File: src/hw/rtl/dac_spi_frame_writer_defines.svh
// Assertion macros shared by the DAC SPI frame writer RTL.
`ifndef DAC_SPI_FRAME_WRITER_DEFINES_SVH
`define DAC_SPI_FRAME_WRITER_DEFINES_SVH

// Same-cycle implication, checked out of reset.
`define DSFW_ASSERT_NOW(lbl, ante, cons, msg) \
    lbl: assert property (@(posedge aclk) disable iff (!aresetn) (ante) |-> (cons)) \
        else $error(msg);

// Next-cycle implication, checked out of reset.
`define DSFW_ASSERT_NEXT(lbl, ante, cons, msg) \
    lbl: assert property (@(posedge aclk) disable iff (!aresetn) (ante) |=> (cons)) \
        else $error(msg);

`endif

File: src/hw/rtl/dsfw_pkg.sv
// Shared types and constants for the DAC SPI frame writer.
package dsfw_pkg;

    localparam int unsigned HOLD_W     = 16;
    localparam int unsigned LEVEL_W    = 12;
    localparam int unsigned FRAME_W    = 16;
    localparam int unsigned BIT_CNT_W  = 4;

    localparam logic [HOLD_W-1:0]    HOLD_RESET = 16'd72;
    localparam logic [BIT_CNT_W-1:0] LAST_BIT   = 4'd15;

    // Pin vector layout: select, clock, data
    typedef logic [2:0] pins_t;
    localparam int unsigned PIN_CS  = 2;
    localparam int unsigned PIN_SCK = 1;
    localparam int unsigned PIN_SDI = 0;

    localparam pins_t PINS_IDLE = 3'b100;

endpackage

File: src/hw/rtl/dac_spi_frame_writer.sv
// DAC SPI frame writer: builds a 16-bit frame and steps it out as timed pin phases.
//
//  channel | direction | handshake          | beat payload
//  --------+-----------+--------------------+-----------------------------------------
//  s_      | in        | s_valid / s_ready  | channel, gain_select, output_enable, level
//  m_      | out       | m_valid / m_ready  | cs/sck/sdi for both DACs, last_phase
//  cfg_    | in        | cfg_we             | hold_cycles
//
// One request gives 52 result beats. Each phase passes through the apply state,
// the send state (held there while m_ready is low), then the hold state, where
// the hold counter runs up to max(hold_cycles,1) before the next phase.
// The frame leaves a 16-bit shift register one bit per data phase.
// Reset drives both DACs to select high, clock and data low, and idles.
// A stalled result beat holds the sequencer; no request is taken until the
// frame's last beat is delivered and held.
`include "dac_spi_frame_writer_defines.svh"

module dac_spi_frame_writer (
    input  logic                         aclk,
    input  logic                         aresetn,
    // config
    input  logic                         cfg_we,
    input  logic [dsfw_pkg::HOLD_W-1:0]  cfg_wdata,
    // request channel
    input  logic                         s_valid,
    output logic                         s_ready,
    input  logic [1:0]                   s_channel,
    input  logic                         s_gain_select,
    input  logic                         s_output_enable,
    input  logic [dsfw_pkg::LEVEL_W-1:0] s_level,
    // phase channel
    output logic                         m_valid,
    input  logic                         m_ready,
    output logic                         m_cs_dac0,
    output logic                         m_sck_dac0,
    output logic                         m_sdi_dac0,
    output logic                         m_cs_dac1,
    output logic                         m_sck_dac1,
    output logic                         m_sdi_dac1,
    output logic                         m_last_phase
);

    typedef enum logic [1:0] {
        ST_IDLE,
        ST_APPLY,
        ST_SEND,
        ST_HOLD
    } state_t;

    typedef enum logic [2:0] {
        PH_CS_HI,
        PH_CS_LO,
        PH_SCK_LO,
        PH_DATA,
        PH_SCK_HI,
        PH_SCK_FALL,
        PH_CS_END
    } phase_t;

    state_t                          state_reg, state_next;
    phase_t                          phase_reg, phase_next;
    logic                            m_valid_reg, m_valid_next;
    logic [dsfw_pkg::HOLD_W-1:0]     hold_cycles_reg, hold_cycles_next;
    logic [dsfw_pkg::HOLD_W-1:0]     hold_count_reg, hold_count_next;
    logic [dsfw_pkg::FRAME_W-1:0]    frame_shift_reg, frame_shift_next;
    logic [dsfw_pkg::BIT_CNT_W-1:0]  bit_cnt_reg, bit_cnt_next;
    logic                            target_second_reg, target_second_next;
    dsfw_pkg::pins_t                 pins_dac0_reg, pins_dac0_next;
    dsfw_pkg::pins_t                 pins_dac1_reg, pins_dac1_next;

    dsfw_pkg::pins_t                 cur_pins;
    dsfw_pkg::pins_t                 new_pins;
    logic [dsfw_pkg::HOLD_W-1:0]     hold_limit;

    // zero hold is treated as a hold value of one
    assign hold_limit = (hold_cycles_reg == '0) ? dsfw_pkg::HOLD_W'(1) : hold_cycles_reg;
    assign cur_pins   = target_second_reg ? pins_dac1_reg : pins_dac0_reg;

    // Pin levels for the phase being applied
    always_comb begin
        new_pins = cur_pins;
        case (phase_reg)
            PH_CS_HI:    new_pins[dsfw_pkg::PIN_CS]  = 1'b1;
            PH_CS_LO:    new_pins[dsfw_pkg::PIN_CS]  = 1'b0;
            PH_SCK_LO:   new_pins[dsfw_pkg::PIN_SCK] = 1'b0;
            PH_DATA:     new_pins[dsfw_pkg::PIN_SDI] = frame_shift_reg[dsfw_pkg::FRAME_W-1];
            PH_SCK_HI:   new_pins[dsfw_pkg::PIN_SCK] = 1'b1;
            PH_SCK_FALL: new_pins[dsfw_pkg::PIN_SCK] = 1'b0;
            PH_CS_END:   new_pins[dsfw_pkg::PIN_CS]  = 1'b1;
            default:     new_pins = cur_pins;
        endcase
    end

    // Sequencer next state
    always_comb begin
        state_next         = state_reg;
        phase_next         = phase_reg;
        m_valid_next       = m_valid_reg;
        hold_cycles_next   = hold_cycles_reg;
        hold_count_next    = hold_count_reg;
        frame_shift_next   = frame_shift_reg;
        bit_cnt_next       = bit_cnt_reg;
        target_second_next = target_second_reg;
        pins_dac0_next     = pins_dac0_reg;
        pins_dac1_next     = pins_dac1_reg;

        if (cfg_we) begin
            hold_cycles_next = cfg_wdata;
        end

        case (state_reg)
            ST_IDLE: begin
                if (s_valid) begin
                    frame_shift_next   = {s_channel[0], 1'b0, s_gain_select,
                                          s_output_enable, s_level};
                    target_second_next = s_channel[1];
                    bit_cnt_next       = '0;
                    phase_next         = PH_CS_HI;
                    state_next         = ST_APPLY;
                end
            end
            ST_APPLY: begin
                if (target_second_reg) begin
                    pins_dac1_next = new_pins;
                end else begin
                    pins_dac0_next = new_pins;
                end
                // bit leaves the shift register on its data phase
                if (phase_reg == PH_DATA) begin
                    frame_shift_next = {frame_shift_reg[dsfw_pkg::FRAME_W-2:0], 1'b0};
                end
                m_valid_next = 1'b1;
                state_next   = ST_SEND;
            end
            ST_SEND: begin
                if (m_ready) begin
                    m_valid_next    = 1'b0;
                    hold_count_next = dsfw_pkg::HOLD_W'(1);
                    state_next      = ST_HOLD;
                end
            end
            ST_HOLD: begin
                if (hold_count_reg == hold_limit) begin
                    hold_count_next = '0;
                    state_next      = ST_APPLY;
                    case (phase_reg)
                        PH_CS_HI:    phase_next = PH_CS_LO;
                        PH_CS_LO:    phase_next = PH_SCK_LO;
                        PH_SCK_LO:   phase_next = PH_DATA;
                        PH_DATA:     phase_next = PH_SCK_HI;
                        PH_SCK_HI:   phase_next = PH_SCK_FALL;
                        PH_SCK_FALL: begin
                            if (bit_cnt_reg == dsfw_pkg::LAST_BIT) begin
                                phase_next = PH_CS_END;
                            end else begin
                                bit_cnt_next = bit_cnt_reg + 1'b1;
                                phase_next   = PH_DATA;
                            end
                        end
                        PH_CS_END:   state_next = ST_IDLE;
                        default:     state_next = ST_IDLE;
                    endcase
                end else begin
                    hold_count_next = hold_count_reg + 1'b1;
                end
            end
            default: state_next = ST_IDLE;
        endcase
    end

    // State and registered outputs
    always_ff @(posedge aclk) begin
        if (!aresetn) begin
            state_reg         <= ST_IDLE;
            phase_reg         <= PH_CS_HI;
            m_valid_reg       <= 1'b0;
            hold_cycles_reg   <= dsfw_pkg::HOLD_RESET;
            hold_count_reg    <= '0;
            frame_shift_reg   <= '0;
            bit_cnt_reg       <= '0;
            target_second_reg <= 1'b0;
            pins_dac0_reg     <= dsfw_pkg::PINS_IDLE;
            pins_dac1_reg     <= dsfw_pkg::PINS_IDLE;
        end else begin
            state_reg         <= state_next;
            phase_reg         <= phase_next;
            m_valid_reg       <= m_valid_next;
            hold_cycles_reg   <= hold_cycles_next;
            hold_count_reg    <= hold_count_next;
            frame_shift_reg   <= frame_shift_next;
            bit_cnt_reg       <= bit_cnt_next;
            target_second_reg <= target_second_next;
            pins_dac0_reg     <= pins_dac0_next;
            pins_dac1_reg     <= pins_dac1_next;
        end
    end

    assign s_ready      = (state_reg == ST_IDLE);
    assign m_valid      = m_valid_reg;
    assign m_cs_dac0    = pins_dac0_reg[dsfw_pkg::PIN_CS];
    assign m_sck_dac0   = pins_dac0_reg[dsfw_pkg::PIN_SCK];
    assign m_sdi_dac0   = pins_dac0_reg[dsfw_pkg::PIN_SDI];
    assign m_cs_dac1    = pins_dac1_reg[dsfw_pkg::PIN_CS];
    assign m_sck_dac1   = pins_dac1_reg[dsfw_pkg::PIN_SCK];
    assign m_sdi_dac1   = pins_dac1_reg[dsfw_pkg::PIN_SDI];
    assign m_last_phase = (phase_reg == PH_CS_END);

    // Checks
    `DSFW_ASSERT_NOW(a_idle_no_beat, s_ready, !m_valid_reg, "beat pending while idle")
    `DSFW_ASSERT_NOW(a_last_cs_high, m_valid_reg && m_last_phase, (target_second_reg ? m_cs_dac1 : m_cs_dac0), "last phase without select high")
    `DSFW_ASSERT_NEXT(a_beat_drops, m_valid_reg && m_ready, !m_valid_reg, "valid stays after beat taken")
    `DSFW_ASSERT_NEXT(a_target_load, s_valid && s_ready, target_second_reg == $past(s_channel[1]), "target not loaded from request")
    `DSFW_ASSERT_NEXT(a_other_dac_still, state_reg != ST_IDLE && !target_second_reg, $stable(pins_dac1_reg), "unaddressed DAC pins moved")

endmodule

File: config.mk
export PLATFORM = sky130hd
export DESIGN_NAME = dac_spi_frame_writer
export DESIGN_NICKNAME = d
export VERILOG_FILES = /design/src/hw/rtl/dsfw_pkg.sv /design/src/hw/rtl/dac_spi_frame_writer.sv
export VERILOG_INCLUDE_DIRS = /design/src /design/src/hw/rtl
export SDC_FILE = /design/constraint.sdc
export NUM_CORES = 1
export LEC_CHECK = 0
export ABC_AREA = 0
export BUFFER_PORTS_ARGS = -buffer_cell sky130_fd_sc_hd__buf_2
export CAP_MARGIN = 5
export CORE_MARGIN = 2
export CORE_UTILIZATION = 44
export CTS_CLUSTER_SIZE = 20
export DETAILED_ROUTE_END_ITERATION = 8
export PLACE_DENSITY_LB_ADDON = 0.25
export RECOVER_POWER = 25
export SLEW_MARGIN = 40
export SYNTH_ARGS = -nofsm -noshare
export SYNTH_HDL_FRONTEND = slang
export SYNTH_SLANG_ARGS = --single-unit
File: constraint.sdc
create_clock -name aclk -period 2.5 [get_ports aclk]
set_input_delay 0.25 -clock aclk [delete_from_list [all_inputs] [get_ports aclk]]
set_output_delay 0.25 -clock aclk [all_outputs]
set_load 0.05 [all_outputs]
==> results.yml, run 1 <==
outcome:
  result_of_the_run: "finished, violations left"
  failed_checks: "max-capacitance violations, max-slew violations"
clocking:
  worstSkewPairLatency_ps: 350
  ctsHoldBuffers: 0
  post_cts.resized_instances: 0
  numClockSinks: 65
  cts-buffers-inserted: 9
  cts-root-buf: "sky130_fd_sc_hd__clkbuf_8"
  clockBufferDepth: 2
  cts.reportedPaths.clkPinSlew_ps: 70
  cts.repair_timing.setup_buffer_count: 0
  clock_tree_from_tritoncts: "yes"
  htree_num_levels: 3
pwr:
  cellLeakagePower_nw: 1.69
  power_density_nw_per_um2: 886
  ir_worst_vdd_mv: 0.731
sta:
  fin_tns_setup_ps: 0
  fin_crit_sh: 0.845
  grt_setup_unrepaired: "no"
  final_max_tran_viols: 40
  hold_viol_final: 0
  timing.final.setup_violations: 0
  fmax_ghz: 0.473
  headroom_to_the_max_slew_limit: -0.0929
  final.hold.worst_slack_ps: 112
  finalClockSkew_ps: 8.00
  tightest_slew_ps: 1640
  period_needed_ps: 2110
floorplan:
  num_rows: 31
  floorplan.die.height_um: 89.3
  placeableCoreArea_sq_um: 7140
  die_w_um: 89.3
  io-pin-count: 46
  initial_core_util: 0.448
  die_area_sq_um: 7970
synthesis:
  synth_xor_xnor_area_share: 0.0821
  synth_fp_nets: 394
  synth-main-ff-cell: "sky130_fd_sc_hd__dfxtp_1"
  synth-compound-area-share: 0.124
  synthAdderAreaFrac: 0.0235
  synth_cell_types: 41
  netlist_area_sq_um: 3200
  main_combinational_cell_family_by_area_after_synthesis: "simple AND/OR/NAND/NOR gates"
  synth.yosys.warnings: 0
  synth_top_cell_area_share: 0.407
  synthCells: 351
  ys_ff_latch: 65
  synthArstFlopShare: 0
  synth_simple_gate_area_frac: 0.215
  ys_seq_area_frac: 0.407
  synth.avg_cell_area_sq_um: 9.11
  synth_enable_flop_cells: 0
  synth_top_area_cell: "sky130_fd_sc_hd__dfxtp_1"
  yosys-top-cells-area: "sky130_fd_sc_hd__dfxtp_1, sky130_fd_sc_hd__mux2i_1, sky130_fd_sc_hd__xor2_1"
  synth_mux_area_frac: 0.119
flow_run:
  timing.max_cap.violations: 1
worst_setup_path:
  timing.critical_path.cells: "clkbuf_1 > clkbuf_1 > a21boi_0"
  timing.rr.start: "state_reg[0]$_SDFFE_PN0P_"
  max_stage_delay_ps: 1160
  path_delay_family: "buffers and inverters"
  path_buf_inv: 2
  crit_path_max_fanout: 39
  worstSetupStartpointType: "input pin"
  cp_slowest_cell: "sky130_fd_sc_hd__clkbuf_1"
  worst_endpoint_required_time_ps: 2770
  endpoint_kind: "register"
  crit_start: "aresetn"
  timing.critical_path.mode_cell: "sky130_fd_sc_hd__clkbuf_1"
  setup.worst_path.class: "in -> reg"
  arrival_worst_endpoint_ps: 2380
global_routing:
  gr-total-overflow: 0
  grt_pass1_wl_um: 11000
  via_count_of_the_first_global_routing_pass: 2361
  grt_use_total: 0.179
  grt_max_degree: 40
  antenna_violations_before_repair: 0
placed_design:
  place_hpwl_um: 4620
  gp_congestion: 0.809
  numPortBuffers: 45
  place.detailed.instances: 483
final_layout:
  final_core_utilization: 0.520
  antennaDiodeCount: 0
  layout.cells.most_common_list: "sky130_fd_sc_hd__dfxtp_1, sky130_fd_sc_hd__nand2_1, sky130_fd_sc_hd__buf_2"
  layout.cells.most_common: "sky130_fd_sc_hd__dfxtp_1"
  finalNonFillerCells: 499
  design.final.nets: 438
  areaGrowthSynthToFinish_pct: 16.0
  drive_above_1_share: 0.168
worst_hold_path:
  min-delay-start: "cfg_wdata[6]"
  worstHoldPathType: "in -> reg"
route:
  drtIter0Drc: 117
  first_pass_iters: 4
  wire_per_inst_um: 13.2
  remaining_drc_errors: 0
  route.antenna.remaining_nets: 0
  number_of_vias_in_the_routed_layout: 2561
  drt-vias-per-instance: 5.13
  drt_wl_total_um: 6590
==> worst register-to-register path: cells and delay by family (launching register included) <==
kind,cells,cell delay [ps]
and+or+nand+nor,4,780
DFF,1,390
muxes,1,300
adders and majority gates,1,250
xor gates and xnor gates,1,150
buffers and inverters,1,100
==> metrics by stage <==
stage	cell area (sq um)	power, W	setup slack [ps]
after global routing	3710	0.00351	155
final	3710	0.00329	388
after detailed placement	3510	0.00239	431
after floorplan	3200	0.00217	413
after global placement	3510	0.00236	520
after CTS	3720	0.00332	418
==> report_power, final <==
group / switching [W] / internal (W) / total (W)
Sequential: 0.000114 / 0.00121 / 0.00132
Combinational: 0.000604 / 0.000444 / 0.00105
Clock: 0.000434 / 0.000489 / 0.000922
==> logic make-up after synthesis <==
| kind of cell | Yosys count |
|---|---|
| AND/OR/NAND/NOR | 140 |
| flip-flops | 65 |
| AO/OA/AOI/OAI | 50 |
| multiplexers | 38 |
| XOR/XNOR | 30 |
| buffers and inverters | 22 |
| adder cells (fa/ha/maj) | 6 |
==> synth_stat cells, types with 9 or more instances <==
library cell,number
sky130_fd_sc_hd__nor2_1,23
sky130_fd_sc_hd__nand3_1,21
sky130_fd_sc_hd__nand2_1,44
sky130_fd_sc_hd__xor2_1,25
sky130_fd_sc_hd__nor2b_1,18
sky130_fd_sc_hd__o21ai_0,9
sky130_fd_sc_hd__mux2i_1,37
sky130_fd_sc_hd__dfxtp_1,65
sky130_fd_sc_hd__o211a_1,15
sky130_fd_sc_hd__clkbuf_1,11
==> worst paths after layout <==
| check | endpoint | slack (ps) | cells past startpoint |
|---|---|---|---|
| max | frame_shift_reg[14]$_SDFFE_PN0P_ | 390 | 3 |
| min | hold_cycles_reg[6]$_SDFFE_PN1P_ | 110 | 3 |
| max reg2reg | hold_count_reg[15]$_SDFFE_PN0P_ | 430 | 8 |
| min reg2reg | bit_cnt_reg[3]$_SDFFE_PN0P_ | 480 | 1 |
==> per-layer routing <==
metal / global-route usage / vias to the layer above / wire [um]
met2: 0.261 / 42 / 2950
met1: 0.247 / 1182 / 3280
met4: 0.0719 / 0 / 88
li1: - / 1324 / -
met5: 0 / - / 0
met3: 0.0545 / 13 / 272
==> final cells by class <==
class,instances,area [sq um]
Clock buffer,10,138
Multi-Input combinational cell,264,1810
Tap cell,99,124
Sequential cell,65,1300
Timing Repair Buffer,50,255
Fill cell,699,3430
Clock inverter,6,66.3
Inverter,5,18.8
Power figures use the tool's default switching activity.
==> run 2, diff against run 1 <==
Clock period 2.5 ns to 1.8 ns, I/O delays scaled along.
==> results.yml, run 2 (same netlist as run 1, synthesis figures left out) <==
outcome:
  result_of_the_run: "finished, violations left"
  failed_checks: "negative setup slack"
final_layout:
  finalNonFillerCells: 521
  design.final.nets: 460
  layout.cells.most_common: "sky130_fd_sc_hd__dfxtp_1"
  antennaDiodeCount: 0
  final_design_area_no_fill_sq_um: 4000
  final-seq-area_sq_um: 1300
  drive_above_1_share: 0.244
  areaGrowthSynthToFinish_pct: 25.0
  n_fill_cell: 684
  layout.cells.most_common_list: "sky130_fd_sc_hd__dfxtp_1, sky130_fd_sc_hd__nand2_1, sky130_fd_sc_hd__buf_2"
  multi_input_comb_area_sq_um: 1880
floorplan:
  die_area_sq_um: 7970
  num_rows: 31
  placeableCoreArea_sq_um: 7140
  die_w_um: 89.3
  floorplan.die.height_um: 89.3
  initial_core_util: 0.448
  io-pin-count: 46
route:
  drt_wl_total_um: 7080
  route.antenna.remaining_nets: 0
  first_pass_iters: 4
  remaining_drc_errors: 0
  wire_per_inst_um: 13.6
  drt-vias-per-instance: 5.12
  drtIter0Drc: 96
  number_of_vias_in_the_routed_layout: 2668
placed_design:
  place_ws_ps: -57.2
  gp_congestion: 0.784
  placedInstanceArea_sq_um: 3720
  place.detailed.instances: 505
  numPortBuffers: 45
  place_hpwl_um: 5000
worst_setup_path:
  crit_start: "hold_cycles_reg[4]$_SDFFE_PN0P_"
  crit_path_max_fanout: 3
  critical_path.reg2reg.endpoint: "bit_cnt_reg[3]$_SDFFE_PN0P_"
  worst_endpoint_required_time_ps: 2040
  setup.worst_path.class: "reg -> reg"
  reg2reg_slack_ps: -70
  arrival_worst_endpoint_ps: 2110
  cp-endpoint: "bit_cnt_reg[3]$_SDFFE_PN0P_"
  timing.rr.start: "hold_cycles_reg[4]$_SDFFE_PN0P_"
  worstSetupStartpointType: "register"
  endpoint_kind: "register"
  reg2regPathDepth: 6
sta:
  hold_viol_final: 0
  final_max_tran_viols: 0
  fin_crit_sh: 1.04
  headroom_to_the_max_slew_limit: 0.263
  period_needed_ps: 1870
  grt_setup_unrepaired: "yes"
  final.setup.worst_slack_ps: -70.5
  tightest_slew_ps: 1100
  finalClockSkew_ps: 7.03
  fin_tns_setup_ps: -969
  timing.final.setup_violations: 20
  fmax_ghz: 0.535
global_routing:
  via_count_of_the_first_global_routing_pass: 2559
  grt_max_degree: 30
  antenna_violations_before_repair: 0
  grt_use_total: 0.188
  grt_pass1_wl_um: 11600
  gr-total-overflow: 0
pwr:
  cellLeakagePower_nw: 1.87
  total_power_w: 0.00491
  ir_worst_vdd_mv: 0.750
  power_density_nw_per_um2: 1230
clocking:
  worstSkewPairLatency_ps: 330
  cts.reportedPaths.clkPinSlew_ps: 70
  clock_tree_from_tritoncts: "yes"
  htree_num_levels: 3
  ctsHoldBuffers: 0
  cts-buffers-inserted: 9
  cts-root-buf: "sky130_fd_sc_hd__clkbuf_8"
  numClockSinks: 65
  clockBufferDepth: 2
worst_hold_path:
  worstHoldPathType: "in -> reg"
flow_run:
  timing.max_cap.violations: 0
## run 2: cell types whose count changed in the layout (fill, tap and decap cells not counted), moves of 3 or more
cell | previous run | this run
sky130_fd_sc_hd__nand3_2 | 0 | 3
sky130_fd_sc_hd__buf_4 | 4 | 25
sky130_fd_sc_hd__nand3_1 | 21 | 18
sky130_fd_sc_hd__clkinvlp_4 | 3 | 0
sky130_fd_sc_hd__nor4_1 | 6 | 3
sky130_fd_sc_hd__nor4_2 | 0 | 3
## run 2: how the worst min path moves through the flow
stage                       startpoint                         endpoint  slack, ps  cells after the start
final                     cfg_wdata[3]  hold_cycles_reg[3]$_SDFFE_PN1P_         70                      3
after detailed placement  cfg_wdata[3]  hold_cycles_reg[3]$_SDFFE_PN1P_        410                      3
after global routing      cfg_wdata[3]  hold_cycles_reg[3]$_SDFFE_PN1P_         80                      3
after CTS                 cfg_wdata[3]  hold_cycles_reg[3]$_SDFFE_PN1P_         60                      3
after floorplan           cfg_wdata[3]  hold_cycles_reg[3]$_SDFFE_PN1P_        310                      2
after global placement    cfg_wdata[3]  hold_cycles_reg[3]$_SDFFE_PN1P_        390                      3
## run 2: cell type report
| cell class | instances | share of cell area |
|---|---|---|
| multi-input cells | 264 | 0.471 |
| flip-flops and latches | 65 | 0.326 |
| repair buffers | 72 | 0.113 |
| clock buffers | 11 | 0.0353 |
| well taps | 99 | 0.0310 |
| clock inverters | 5 | 0.0197 |
| inverters | 5 | 0.00469 |
## run 2: worst max-delay path, stage by stage, from the launching register on
cell	delay, ps
sky130_fd_sc_hd__dfxtp_2	340
sky130_fd_sc_hd__xor2_1	180
sky130_fd_sc_hd__nor4_2	360
sky130_fd_sc_hd__nand4_1	230
sky130_fd_sc_hd__nor2_1	230
sky130_fd_sc_hd__nand4_1	170
sky130_fd_sc_hd__o31ai_1	260
## run 2: repair_timing
| item | CTS | global route |
|---|---|---|
| hold endpoints to repair | 0 | 0 |
| gates resized for setup | 6 | 7 |
| pin swaps | 4 | 3 |
| setup buffers | 0 | 0 |
| gates cloned | 0 | 0 |
| setup endpoints to repair | 21 | 25 |
## run 2: routing by layer
layer | global-route usage | wire length (um) | part of all wire
met2 | 0.318 | 3360 | 0.47
met4 | 0.0692 | 70 | 0.0099
met3 | 0.0388 | 259 | 0.037
met1 | 0.237 | 3390 | 0.48
met5 | 0 | 0 | 0
## run 2: stage by stage
stage	utilization	hold slack, ps
after detailed placement	0.522	414
after floorplan	-	309
after CTS	0.557	56.7
after global routing	0.560	76.8
final	0.560	71.4
after global placement	0.522	395
## run 2: where the power goes
part | total [W] | switching, W | internal, W
Sequential | 0.00182 | 0.000148 | 0.00167
Clock | 0.00138 | 0.000561 | 0.000816
Combinational | 0.00171 | 0.000914 | 0.000796
